===== src/rtl/jhsd_pkg.sv =====
// Shared types and constants of the JPEG Huffman symbol decoder.
// Used by every module of the block; depends on nothing.
`default_nettype none

package jhsd_pkg;

   localparam int MaxCodeLen   = 16;
   localparam int LenSelW      = $clog2(MaxCodeLen);
   localparam int PrefixLenW   = LenSelW + 1;
   localparam int MaxSymbols   = 256;
   localparam int SymAddrW     = $clog2(MaxSymbols);
   localparam int LoadPosW     = 9;
   localparam int CodeW        = 17;
   localparam int BaseW        = 9;
   localparam int BaseSat      = 511;
   localparam int QueueDepth   = 4;
   localparam int QueueAddrW   = $clog2(QueueDepth);
   localparam int QueueCountW  = QueueAddrW + 1;
   localparam int QueueFillMax = QueueDepth - 2;

   typedef enum logic [1:0] {
      OP_CLEAR = 2'd0,
      OP_TABLE = 2'd1,
      OP_BIT   = 2'd2,
      OP_NONE  = 2'd3
   } opcode_type;

   typedef struct packed {
      logic       clear;
      logic       load;
      logic       bit_valid;
      logic [7:0] table_byte;
      logic       code_bit;
   } cmd_type;

   typedef struct packed {
      logic [7:0]       count;
      logic [CodeW-1:0] first;
      logic [BaseW-1:0] base;
   } len_entry_type;

   typedef struct packed {
      logic                en;
      logic [SymAddrW-1:0] addr;
      logic [7:0]          data;
   } ram_port_type;

   typedef struct packed {
      logic [3:0]         run;
      logic [3:0]         size;
      logic signed [15:0] value;
      logic               bad_code;
   } result_type;

endpackage

`default_nettype wire


===== src/rtl/jhsd_sym_ram.sv =====
// Symbol store: 256 x 8 synchronous RAM, one write and one read port,
// read data registered. Depends on jhsd_pkg.
`default_nettype none

module jhsd_sym_ram
   import jhsd_pkg::*;
(
   input  wire logic         clock,
   input  wire ram_port_type wr,
   input  wire ram_port_type rd,
   output logic [7:0]        rd_data
);

   logic [7:0] mem_ff [MaxSymbols];
   logic [7:0] rd_data_ff;

   always_ff @(posedge clock) begin
      if (wr.en) begin
         mem_ff[wr.addr] <= wr.data;
      end
      if (rd.en) begin
         rd_data_ff <= mem_ff[rd.addr];
      end
   end

   assign rd_data = rd_data_ff;

endmodule

`default_nettype wire


===== src/rtl/jhsd_len_table.sv =====
// Per-length code table: counts, first canonical codes and symbol bases,
// built from DHT bytes; also steers symbol bytes into the symbol RAM.
// Depends on jhsd_pkg.
`default_nettype none

module jhsd_len_table
   import jhsd_pkg::*;
(
   input  wire logic               clock,
   input  wire logic               reset,
   input  wire cmd_type            cmd,
   input  wire logic [LenSelW-1:0] len_sel,
   output len_entry_type           entry,
   output ram_port_type            sym_wr
);

   logic [7:0]          count_ff [MaxCodeLen];
   logic [CodeW-1:0]    first_ff [MaxCodeLen];
   logic [BaseW-1:0]    base_ff  [MaxCodeLen];
   logic [LoadPosW-1:0] load_pos_ff, load_pos_in;
   logic [CodeW-1:0]    running_ff, running_in;
   logic [BaseW-1:0]    next_base_ff, next_base_in;

   logic                is_len;
   logic [LenSelW-1:0]  len_idx;
   logic [LoadPosW-1:0] sym_idx;
   logic [LoadPosW-1:0] sym_total;
   logic [BaseW:0]      base_sum;
   logic [CodeW-1:0]    code_sum;
   logic                len_we;

   always_comb begin
      is_len    = load_pos_ff < LoadPosW'(MaxCodeLen);
      len_idx   = load_pos_ff[LenSelW-1:0];
      sym_idx   = load_pos_ff - LoadPosW'(MaxCodeLen);
      sym_total = (LoadPosW'(next_base_ff) > LoadPosW'(MaxSymbols)) ?
                  LoadPosW'(MaxSymbols) : LoadPosW'(next_base_ff);
      base_sum  = {1'b0, next_base_ff} + (BaseW+1)'(cmd.table_byte);
      code_sum  = running_ff + CodeW'(cmd.table_byte);

      len_we      = cmd.load && is_len;
      sym_wr.en   = cmd.load && !is_len && (sym_idx < sym_total);
      sym_wr.addr = sym_idx[SymAddrW-1:0];
      sym_wr.data = cmd.table_byte;

      load_pos_in  = load_pos_ff;
      running_in   = running_ff;
      next_base_in = next_base_ff;
      if (cmd.clear) begin
         load_pos_in  = '0;
         running_in   = '0;
         next_base_in = '0;
      end else if (len_we) begin
         load_pos_in  = load_pos_ff + LoadPosW'(1);
         running_in   = {code_sum[CodeW-2:0], 1'b0};
         next_base_in = (base_sum > (BaseW+1)'(BaseSat)) ?
                        BaseW'(BaseSat) : base_sum[BaseW-1:0];
      end else if (sym_wr.en) begin
         load_pos_in = load_pos_ff + LoadPosW'(1);
      end

      entry.count = count_ff[len_sel];
      entry.first = first_ff[len_sel];
      entry.base  = base_ff[len_sel];
   end

   always_ff @(posedge clock) begin
      if (reset) begin
         load_pos_ff  <= '0;
         running_ff   <= '0;
         next_base_ff <= '0;
      end else begin
         load_pos_ff  <= load_pos_in;
         running_ff   <= running_in;
         next_base_ff <= next_base_in;
      end
   end

   always_ff @(posedge clock) begin
      if (reset || cmd.clear) begin
         for (int i = 0; i < MaxCodeLen; i++) begin
            count_ff[i] <= '0;
            first_ff[i] <= '0;
            base_ff[i]  <= '0;
         end
      end else if (len_we) begin
         count_ff[len_idx] <= cmd.table_byte;
         first_ff[len_idx] <= running_ff;
         base_ff[len_idx]  <= next_base_ff;
      end
   end

endmodule

`default_nettype wire


===== src/rtl/jhsd_bit_decoder.sv =====
// Bit-serial decode: prefix match against the length table, symbol fetch
// from the symbol RAM, extra-bit gathering and magnitude extension.
// Depends on jhsd_pkg.
`default_nettype none

module jhsd_bit_decoder
   import jhsd_pkg::*;
(
   input  wire logic               clock,
   input  wire logic               reset,
   input  wire cmd_type            cmd,
   input  wire len_entry_type      entry,
   input  wire logic [7:0]         sym_data,
   output logic [LenSelW-1:0]      len_sel,
   output ram_port_type            sym_rd,
   output logic                    sym_wait,
   output logic                    push,
   output result_type              result
);

   logic [15:0]           prefix_ff, prefix_in;
   logic [PrefixLenW-1:0] plen_ff, plen_in;
   logic                  extra_ff, extra_in;
   logic [3:0]            prun_ff, prun_in;
   logic [3:0]            psize_ff, psize_in;
   logic [14:0]           xbits_ff, xbits_in;
   logic [3:0]            xleft_ff, xleft_in;
   logic                  wait_ff, wait_in;
   logic                  zero_ff, zero_in;

   logic [7:0]            sym;
   logic                  res_push, item_push;
   result_type            res_result, item_result;
   logic                  e_extra;
   logic [3:0]            e_run, e_size, e_left;
   logic [14:0]           e_xbits;
   logic [14:0]           xb;
   logic [15:0]           xb16, mask16;
   logic [3:0]            xl;
   logic [15:0]           pn;
   logic [PrefixLenW-1:0] ln;
   logic [CodeW-1:0]      diff;
   logic                  hit;
   logic [BaseW:0]        idx;

   always_comb begin
      sym = zero_ff ? 8'h00 : sym_data;

      // resolve a symbol fetched in the previous cycle
      res_push   = 1'b0;
      res_result = '0;
      e_extra    = extra_ff;
      e_run      = prun_ff;
      e_size     = psize_ff;
      e_left     = xleft_ff;
      e_xbits    = xbits_ff;
      if (wait_ff) begin
         if (sym[3:0] == 4'h0) begin
            res_push       = 1'b1;
            res_result.run = sym[7:4];
         end else begin
            e_extra = 1'b1;
            e_run   = sym[7:4];
            e_size  = sym[3:0];
            e_left  = sym[3:0];
            e_xbits = '0;
         end
      end

      len_sel = plen_ff[LenSelW-1:0];
      pn      = {prefix_ff[14:0], cmd.code_bit};
      ln      = plen_ff + PrefixLenW'(1);
      diff    = {1'b0, pn} - entry.first;
      hit     = (entry.count != 8'h00) && ({1'b0, pn} >= entry.first) &&
                (diff < CodeW'(entry.count));
      idx     = {1'b0, entry.base} + (BaseW+1)'(diff[7:0]);

      xb     = {e_xbits[13:0], cmd.code_bit};
      xb16   = {1'b0, xb};
      xl     = e_left - 4'd1;
      mask16 = (16'd1 << e_size) - 16'd1;

      item_push   = 1'b0;
      item_result = '0;
      sym_rd.en   = 1'b0;
      sym_rd.addr = idx[SymAddrW-1:0];
      sym_rd.data = '0;

      prefix_in = prefix_ff;
      plen_in   = plen_ff;
      extra_in  = e_extra;
      prun_in   = e_run;
      psize_in  = e_size;
      xbits_in  = e_xbits;
      xleft_in  = e_left;
      wait_in   = 1'b0;
      zero_in   = zero_ff;

      if (cmd.clear) begin
         prefix_in = '0;
         plen_in   = '0;
         extra_in  = 1'b0;
         prun_in   = '0;
         psize_in  = '0;
         xbits_in  = '0;
         xleft_in  = '0;
      end else if (cmd.bit_valid) begin
         if (e_extra) begin
            xbits_in = xb;
            xleft_in = xl;
            if (xl == 4'h0) begin
               item_push        = 1'b1;
               item_result.run  = e_run;
               item_result.size = e_size;
               item_result.value = xb16[e_size - 4'd1] ? xb16 : (xb16 - mask16);
               extra_in = 1'b0;
               prun_in  = '0;
               psize_in = '0;
               xbits_in = '0;
               xleft_in = '0;
            end
         end else if (hit) begin
            sym_rd.en = 1'b1;
            wait_in   = 1'b1;
            zero_in   = idx >= (BaseW+1)'(MaxSymbols);
            prefix_in = '0;
            plen_in   = '0;
         end else if (ln >= PrefixLenW'(MaxCodeLen)) begin
            item_push            = 1'b1;
            item_result.bad_code = 1'b1;
            prefix_in            = '0;
            plen_in              = '0;
         end else begin
            prefix_in = pn;
            plen_in   = ln;
         end
      end

      push     = res_push || item_push;
      result   = item_push ? item_result : res_result;
      sym_wait = wait_ff;
   end

   always_ff @(posedge clock) begin
      if (reset) begin
         prefix_ff <= '0;
         plen_ff   <= '0;
         extra_ff  <= 1'b0;
         prun_ff   <= '0;
         psize_ff  <= '0;
         xbits_ff  <= '0;
         xleft_ff  <= '0;
         wait_ff   <= 1'b0;
         zero_ff   <= 1'b0;
      end else begin
         prefix_ff <= prefix_in;
         plen_ff   <= plen_in;
         extra_ff  <= extra_in;
         prun_ff   <= prun_in;
         psize_ff  <= psize_in;
         xbits_ff  <= xbits_in;
         xleft_ff  <= xleft_in;
         wait_ff   <= wait_in;
         zero_ff   <= zero_in;
      end
   end

endmodule

`default_nettype wire


===== src/rtl/jhsd_rsp_queue.sv =====
// Result queue: four-entry FIFO between the decoder and the rsp channel.
// Depends on jhsd_pkg.
`default_nettype none

module jhsd_rsp_queue
   import jhsd_pkg::*;
(
   input  wire logic                   clock,
   input  wire logic                   reset,
   input  wire logic                   push,
   input  wire result_type             push_data,
   input  wire logic                   pop,
   output logic                        out_valid,
   output result_type                  out_data,
   output logic [QueueCountW-1:0]      fill
);

   result_type             slot_ff [QueueDepth];
   logic [QueueAddrW-1:0]  wr_ptr_ff, wr_ptr_in;
   logic [QueueAddrW-1:0]  rd_ptr_ff, rd_ptr_in;
   logic [QueueCountW-1:0] count_ff, count_in;
   logic                   do_pop;

   always_comb begin
      out_valid = count_ff != '0;
      out_data  = slot_ff[rd_ptr_ff];
      fill      = count_ff;
      do_pop    = pop && out_valid;
      wr_ptr_in = push ? wr_ptr_ff + QueueAddrW'(1) : wr_ptr_ff;
      rd_ptr_in = do_pop ? rd_ptr_ff + QueueAddrW'(1) : rd_ptr_ff;
      count_in  = count_ff + QueueCountW'(push) - QueueCountW'(do_pop);
   end

   always_ff @(posedge clock) begin
      if (reset) begin
         wr_ptr_ff <= '0;
         rd_ptr_ff <= '0;
         count_ff  <= '0;
      end else begin
         wr_ptr_ff <= wr_ptr_in;
         rd_ptr_ff <= rd_ptr_in;
         count_ff  <= count_in;
      end
   end

   always_ff @(posedge clock) begin
      if (push) begin
         slot_ff[wr_ptr_ff] <= push_data;
      end
   end

endmodule

`default_nettype wire


===== src/rtl/jpeg_huffman_symbol_decoder_core.sv =====
// JPEG canonical Huffman symbol decoder, top level.
// Depends on jhsd_pkg, jhsd_len_table, jhsd_sym_ram, jhsd_bit_decoder,
// jhsd_rsp_queue.
//
// req channel: one item per accepted handshake. tuser carries the opcode:
// clear the table and restart loading, one DHT table byte (16 counts, then
// symbols), one coded stream bit, most significant first, or no operation.
// rsp channel: one item per decoded symbol (run, size, magnitude value) or
// per bad prefix (bad_code set after 16 bits without a match).
// Throughput: one req item per cycle while req_tready is high. A code that completes issues one
// read of the symbol RAM; its symbol is resolved in the next cycle while
// the following bit is taken in the same cycle.
// A result for a symbol with extra bits or for a bad prefix enters the queue
// in the cycle its last bit is accepted; a symbol with no extra bits enters
// it once its symbol RAM read is resolved.
// Results wait in a four-entry queue; when the receiver stalls, req_tready
// drops once the queue plus a pending symbol fetch reach three entries.
// Reset empties the queue and clears the length table and decode state;
// the symbol RAM keeps its contents and needs no clearing pass.
`default_nettype none

module jpeg_huffman_symbol_decoder_core
   import jhsd_pkg::*;
(
   input  wire logic        clock,
   input  wire logic        reset,
   input  wire logic        req_tvalid,
   output logic             req_tready,
   input  wire logic [15:0] req_tdata,   // table_byte[7:0], code_bit[8]
   input  wire logic [1:0]  req_tuser,   // opcode[1:0]
   output logic             rsp_tvalid,
   input  wire logic        rsp_tready,
   output logic [23:0]      rsp_tdata,   // run[3:0], size[7:4], value[23:8]
   output logic             rsp_tuser    // bad_code[0]
);

   opcode_type             opcode;
   logic                   accept;
   cmd_type                cmd;
   len_entry_type          entry;
   logic [LenSelW-1:0]     len_sel;
   ram_port_type           sym_wr;
   ram_port_type           sym_rd;
   logic [7:0]             sym_data;
   logic                   sym_wait;
   logic                   push;
   result_type             result;
   result_type             out_data;
   logic [QueueCountW-1:0] fill;

   always_comb begin
      opcode         = opcode_type'(req_tuser);
      accept         = req_tvalid && req_tready;
      cmd.clear      = accept && (opcode == OP_CLEAR);
      cmd.load       = accept && (opcode == OP_TABLE);
      cmd.bit_valid  = accept && (opcode == OP_BIT);
      cmd.table_byte = req_tdata[7:0];
      cmd.code_bit   = req_tdata[8];
      req_tready     = (fill + QueueCountW'(sym_wait)) <= QueueCountW'(QueueFillMax);
      rsp_tdata      = {out_data.value, out_data.size, out_data.run};
      rsp_tuser      = out_data.bad_code;
   end

   jhsd_len_table u_len_table (
      .clock   (clock),
      .reset   (reset),
      .cmd     (cmd),
      .len_sel (len_sel),
      .entry   (entry),
      .sym_wr  (sym_wr)
   );

   jhsd_sym_ram u_sym_ram (
      .clock   (clock),
      .wr      (sym_wr),
      .rd      (sym_rd),
      .rd_data (sym_data)
   );

   jhsd_bit_decoder u_bit_decoder (
      .clock    (clock),
      .reset    (reset),
      .cmd      (cmd),
      .entry    (entry),
      .sym_data (sym_data),
      .len_sel  (len_sel),
      .sym_rd   (sym_rd),
      .sym_wait (sym_wait),
      .push     (push),
      .result   (result)
   );

   jhsd_rsp_queue u_rsp_queue (
      .clock     (clock),
      .reset     (reset),
      .push      (push),
      .push_data (result),
      .pop       (rsp_tready),
      .out_valid (rsp_tvalid),
      .out_data  (out_data),
      .fill      (fill)
   );

endmodule

`default_nettype wire

===== config.mk =====
export PLATFORM = sky130hd
export DESIGN_NAME = jpeg_huffman_symbol_decoder_core
export DESIGN_NICKNAME = d
export VERILOG_FILES = /design/src/rtl/jhsd_pkg.sv /design/src/rtl/jhsd_sym_ram.sv /design/src/rtl/jhsd_len_table.sv /design/src/rtl/jhsd_bit_decoder.sv /design/src/rtl/jhsd_rsp_queue.sv /design/src/rtl/jpeg_huffman_symbol_decoder_core.sv
export SDC_FILE = /design/constraint.sdc
export NUM_CORES = 2
export LEC_CHECK = 0
export ABC_CLOCK_PERIOD_IN_PS = 8700
export BUFFER_PORTS_ARGS = -buffer_cell sky130_fd_sc_hd__buf_2
export CAP_MARGIN = 40
export CORE_MARGIN = 5
export CORE_UTILIZATION = 35
export DETAILED_ROUTE_END_ITERATION = 10
export PLACE_DENSITY = 0.49
export SKIP_LAST_GASP = 1
export SLEW_MARGIN = 40
export SYNTH_ARGS = -nofsm -noshare
export SYNTH_HDL_FRONTEND = slang
export SYNTH_HIERARCHICAL = 1
export SYNTH_SLANG_ARGS = --single-unit
export TNS_END_PERCENT = 100

===== constraint.sdc =====
create_clock -name clock -period 8.7 [get_ports clock]
set_input_delay 1.74 -clock clock [delete_from_list [all_inputs] [get_ports clock]]
set_output_delay 1.74 -clock clock [all_outputs]
set_load 0.005 [all_outputs]

== Word level (Yosys, flattened, before mapping) ==
Memory sizes are Yosys's and may differ from the RTL's. A register that Yosys moved wholly into a read port is not among the register bits.
Cells that the tools add are included.
Cells by class
  shifts and indexed selects: 1
  reductions and logical operators: 25
  $lt $le $gt $ge: 10
  muxes and demuxes: 83
  add/sub/neg operators: 16
  equality and inequality tests: 2
  bitwise operators: 2
Operators by type and width (number)
  $mux W15: 7
  $mux W4: 26
  $mux W25: 3
  $mux W24: 2
  $mux W9: 5
  $mux W16: 2
  $mux W1: 31
  $add A9 B8 Y10: 2
  $ge A16 B17 Y1: 1
  $lt A17 B8 Y1: 1
  $sub A16 B17 Y17: 1
  $add A16 B8 Y16: 1
  $mux W8: 2
  $reduce_or A16 Y1: 1
  $shl A1 B4 Y16 const A: 1
  $sub A15 B16 Y16: 1
  $sub A16 B1 Y16 const B: 1
  $ge A10 B9 Y1 const B: 1
  $gt A10 B9 Y1 const B: 1
  $logic_and A1 B1 Y1: 10
  $mux W5: 2
  $add A9 B1 Y9 const B: 1
  $gt A9 B9 Y1 const B: 1
  $lt A9 B5 Y1 const B: 1
  other kinds (27): 34
Word-level totals
  output and inout bits: 27
  bits in registers: 91
  word-level logic and storage cells: 159
  memory bits (writable): 2676
  memories: 5
  input port bits: 22
Memory list
  u_sym_ram.mem_ff: words 256, width 8, read ports 1, clocked after memory_dff 1, write ports 1, line jhsd_sym_ram.sv:14  | logic [7:0] mem_ff [MaxSymbols];
  u_len_table.first_ff: words 16, width 16, read ports 1, clocked after memory_dff 1, write ports 16, line jhsd_len_table.sv:18  | logic [CodeW-1:0] first_ff [MaxCodeLen];
  u_len_table.base_ff: words 16, width 9, read ports 1, clocked after memory_dff 1, write ports 16, line jhsd_len_table.sv:19  | logic [BaseW-1:0] base_ff [MaxCodeLen];
  u_len_table.count_ff: words 16, width 8, read ports 1, clocked after memory_dff 1, write ports 16, line jhsd_len_table.sv:17  | logic [7:0] count_ff [MaxCodeLen];
  u_rsp_queue.slot_ff: words 4, width 25, read ports 1, clocked after memory_dff 1, write ports 1, line jhsd_rsp_queue.sv:18  | result_type slot_ff [QueueDepth];

== Longest topological paths before layout ==
  depth in word-level cells: 13
  depth in mapped cells: 27

== Modules after synthesis ==
The synthesis kept the hierarchy.
By module, submodules not included
  jhsd_sym_ram: area each 79636.4 um^2, sequential area each 61739.2 um^2, instances 1, cells an instance 3733
  jhsd_len_table: area each 26221.4 um^2, sequential area each 16535.9 um^2, instances 1, cells an instance 1702
  jhsd_bit_decoder: area each 5398.9 um^2, sequential area each 980.9 um^2, instances 1, cells an instance 701
  jhsd_rsp_queue: area each 4113.9 um^2, sequential area each 3183.1 um^2, instances 1, cells an instance 175
  jpeg_huffman_symbol_decoder_core: area each 90.1 um^2, sequential area each 0.0 um^2, instances 1, cells an instance 10

== Least setup slack after synthesis ==
No wires, ideal clock.
  kind: register to register
  start point: register u_bit_decoder.plen_ff[1]
  end point: register u_rsp_queue.count_ff[2], in the netlist u_rsp_queue/fill[2]
  stages on the path, launching flop included: 26
  slack: 2.414 ns
  data arrival time: 6.221 ns
  cells stage by stage: dfxtp_1 > buf_4 > clkbuf_1 > clkbuf_1 > clkbuf_1 > mux4_2 > mux4_2 > fa_1 > nand2b_1 > a21oi_1 > or3_4 > xor2_1 > ha_1 > nand4_1 > a21oi_1 > o31ai_1 > o21ai_0 > or4_4 > a2111oi_4 > nor4_2 > or3b_1 > ha_1 > inv_1 > fa_1 > xnor3_1 > nor2_1
Between the ends
  longest elaborated chain between the ends: 10
RTL lines
  start: declaration: line jhsd_bit_decoder.sv:22  | logic [PrefixLenW-1:0] plen_ff, plen_in;
  start signal: assignment: line jhsd_bit_decoder.sv:157  | plen_ff <= plen_in;
  $add A5 B1 Y5: line jhsd_bit_decoder.sv:72  | ln = plen_ff + PrefixLenW'(1);
  $ge A5 B5 Y1: line jhsd_bit_decoder.sv:128  | end else if (ln >= PrefixLenW'(MaxCodeLen)) begin
  $mux W1: line jhsd_bit_decoder.sv:128
  $mux W1: line jhsd_bit_decoder.sv:122  | end else if (hit) begin
  $mux W1: line jhsd_bit_decoder.sv:108  | if (e_extra) begin
  $mux W1: line jhsd_bit_decoder.sv:107  | end else if (cmd.bit_valid) begin
  $mux W1: line jhsd_bit_decoder.sv:99  | if (cmd.clear) begin
  $logic_or A1 B1 Y1: line jhsd_bit_decoder.sv:139  | push = res_push || item_push;
  via push: line jpeg_huffman_symbol_decoder_core.sv:46  | logic push;
  $add A3 B1 Y3: line jhsd_rsp_queue.sv:31  | count_in = count_ff + QueueCountW'(push) - QueueCountW'(do_pop);
  $sub A3 B1 Y3: line jhsd_rsp_queue.sv:31
  end signal: assignment: line jhsd_rsp_queue.sv:42  | count_ff <= count_in;
  end: declaration: line jhsd_rsp_queue.sv:21  | logic [QueueCountW-1:0] count_ff, count_in;
The timed path passes the listed nets, and every way through them passes these cells.
A chain may end at the register's enable or synchronous reset.

==> results.toml <==
[cts]
tritoncts = "built"
ctsHoldBuffers = 0
postCtsSetupBuffers = 0
cts.sinks = 2776
clk_latency_ns = 0.91
cts_root_buf = "clkbuf_16"
postCtsResizedCells = 0
clkTransAtPathRegs_ns = 0.06
htree_levels = 5
cts_buffers = 310
cts_buffer_depth = 4

[placed_design]
port_buffers = 41
pre_cts_slack_ns = 1.28
gp_congestion = 0.820
place_inst = 10474
hpwl_um = 196000

[floorplanning]
dieArea_um2 = 341000
die_h_um = 584
rows = 210
io-pin-count = 49
dieWidth_um = 584
coreArea_um2 = 328000
initial_utilization_pct = 35.2

[critical_path]
cp_max_fo = 25
rr_startpoint = "u_bit_decoder/plen_ff[0]$_SDFFE_PP0P_"
r2r_end = "u_sym_ram/rd_data[0]$_DFFE_PP_"
setup.worst_path.class = "flip-flop to flip-flop"
worstPathArrival_ns = 7.66
crit_path_end_kind = "flip-flop"
crit_family = "simple AND/OR/NAND/NOR gates"
cpPeakStageDelay_ns = 0.67
path_depth = 18
cp.buffers_inverters = 3
r2r_slack_ns = 1.68
crit_chain = "buf_12, mux4_2, mux4_2, fa_1, nand2b_1, nand2_1, a21oi_1, xnor2_1, ha_1, xnor2_2, buf_4, and3_1, o221ai_1, a21oi_1, nor3_1, nor4_1, buf_4, nor4_2"
cp-startpoint = "u_bit_decoder/plen_ff[0]$_SDFFE_PP0P_"
required_ns = 9.34
ff2ff_path_depth = 18
cp_slowest_cell = "nor4_1"
cp-endpoint = "u_sym_ram/rd_data[0]$_DFFE_PP_"
critPathLaunchType = "flip-flop"

[drt]
antenna_left = 0
wl_per_cell_um = 29.3
drc = 0
drt-initial-drc-count = 5765
routed_wirelength_um = 324000
drt-pass1-iter-count = 5
via_per_inst = 5.47
via_count = 60415

[synth]
netlist_area_um2 = 115000
syn-num-nets = 6440
yosysWarningCount = 6
synth_area_per_cell_um2 = 18.3
netlist_instances = 6312

[timing]
grt_setup_unrepaired = "no"
drv_slew = 0
period_minus_slack_ns = 7.02
post-route-period-util_pct = 80.6
tns_ns = 0
worst_slew_pin_slew_ns = 0.943
slew_headroom_pct = 37.0
layout_setup_ws_ns = 1.68
finClkSkew_ns = 0.0735
setup_viol = 0
fmax_mhz = 143
final-hold-violation-count = 0

[global_routing]
first_global_vias = 61481
overflow = 0
antenna_found_initial = 14
track_usage_pct = 18.6
grt_pass1_wl_um = 462000
grt_max_degree = 185

[cells_and_area]
nFillCells = 29513
post-route-util_pct = 40.1
drive_gt1_share_pct = 24.5
fin_cells = 11042
syn2layout_area_growth_pct = 14.1
finish.net_count = 6573

[power]
powerDensity_nw_per_um2 = 270
total_power_mw = 35.5
ir_drop_uv = 179
leakage_nw = 41.9

[hold_path]
holdCritPathClass = "flip-flop to flip-flop"

[run_status]
status = "finished clean"

[run]
cap_viol_max_count = 0
[metal layers]
layer  global-route usage, %  wire length [um]  vias to the layer above
met4                    4.87              8270                        2
li1                        -                 -                    25652
met5                       0                13                        -
met3                    2.76             18800                      434
met2                    30.5            157000                     1806
met1                    26.1            139000                    32521
[cell usage in the layout (no fill, tap or decap), types with 60 or more instances in the layout]
| cell type | n |
|---|---|
| mux4_2 | 639 |
| dfxtp_1 | 80 |
| clkinv_1 | 79 |
| clkbuf_16 | 320 |
| and2_1 | 453 |
| nor2_1 | 238 |
| buf_4 | 189 |
| nor2_2 | 150 |
| nor3_1 | 92 |
| ha_1 | 99 |
| nand3_1 | 60 |
| nand2_1 | 108 |
| a22oi_1 | 135 |
| mux2i_1 | 158 |
| clkbuf_1 | 64 |
| a21oi_1 | 169 |
| edfxtp_1 | 2684 |
| inv_1 | 62 |
[power by group]
| group | leakage (nW) | internal, mW | switching [mW] | total, mW |
|---|---|---|---|---|
| Clock | 4.82 | 7.57 | 5.31 | 12.9 |
| Combinational | 11.4 | 2.80 | 4.82 | 7.63 |
| Sequential | 25.7 | 14.9 | 0.125 | 15.0 |
| Total | 41.9 | 25.2 | 10.3 | 35.5 |
[flip-flops by register name, indices dropped and copies added (netlist names), 3 cells and up, named ones only]
register / count
u_len_table/first_ff: 256
u_sym_ram/mem_ff: 2048
u_len_table/count_ff: 128
u_len_table/base_ff: 144
u_len_table/running_ff: 16
u_len_table/next_base_ff: 9
u_len_table/load_pos_ff: 9
u_sym_ram/rd_data: 8
u_bit_decoder/xbits_ff: 14
u_bit_decoder/psize_ff: 4
u_bit_decoder/prefix_ff: 15
u_bit_decoder/prun_ff: 4
u_bit_decoder/plen_ff: 5
u_rsp_queue/fill: 3
u_bit_decoder/xleft_ff: 4
u_rsp_queue/slot_ff: 100
[layout make-up]
class                           instances  area, um2  area share, %
Sequential cell                      2776      82500           62.7
Multi-Input combinational cell       3018      31000           23.6
Clock buffer                          388       8300           6.31
Tap cell                             4346       5440           4.13
Timing Repair Buffer                  272       2520           1.91
Clock inverter                        167       1590           1.21
Inverter                               67        251          0.191
Antenna cell                            8       20.0         0.0152
[worst min path at each step]
stage | end | cells past startpoint | from | slack (ns)
2_1_floorplan | u_bit_decoder/prun_ff[0]$_SDFF_PP0_ | 2 | u_bit_decoder/prun_ff[0]$_SDFF_PP0_ | 0.44
3_3_place_gp | u_bit_decoder/prun_ff[0]$_SDFF_PP0_ | 2 | u_bit_decoder/prun_ff[0]$_SDFF_PP0_ | 0.44
5_1_grt | u_bit_decoder/prun_ff[2]$_SDFF_PP0_ | 2 | u_bit_decoder/prun_ff[2]$_SDFF_PP0_ | 0.48
4_1_cts | u_bit_decoder/prun_ff[1]$_SDFF_PP0_ | 2 | u_bit_decoder/prun_ff[1]$_SDFF_PP0_ | 0.46
3_5_place_dp | u_bit_decoder/prun_ff[1]$_SDFF_PP0_ | 2 | u_bit_decoder/prun_ff[1]$_SDFF_PP0_ | 0.45
6_report | u_bit_decoder/prun_ff[0]$_SDFF_PP0_ | 2 | u_bit_decoder/prun_ff[0]$_SDFF_PP0_ | 0.46
[worst min-delay path, cell delays in order (launching register included)]
cell	delay, ns
dfxtp_1	0.31
nand2_1	0.05
a21oi_1	0.05
[through the flow]
stage          cell area [um2]  hold WS (ns)
2_1_floorplan           115000         0.437
3_3_place_gp            121000         0.444
3_5_place_dp            121000         0.450
4_1_cts                 131000         0.459
5_1_grt                 132000         0.482
6_report                132000         0.459
Power figures use the tool's default switching activity.
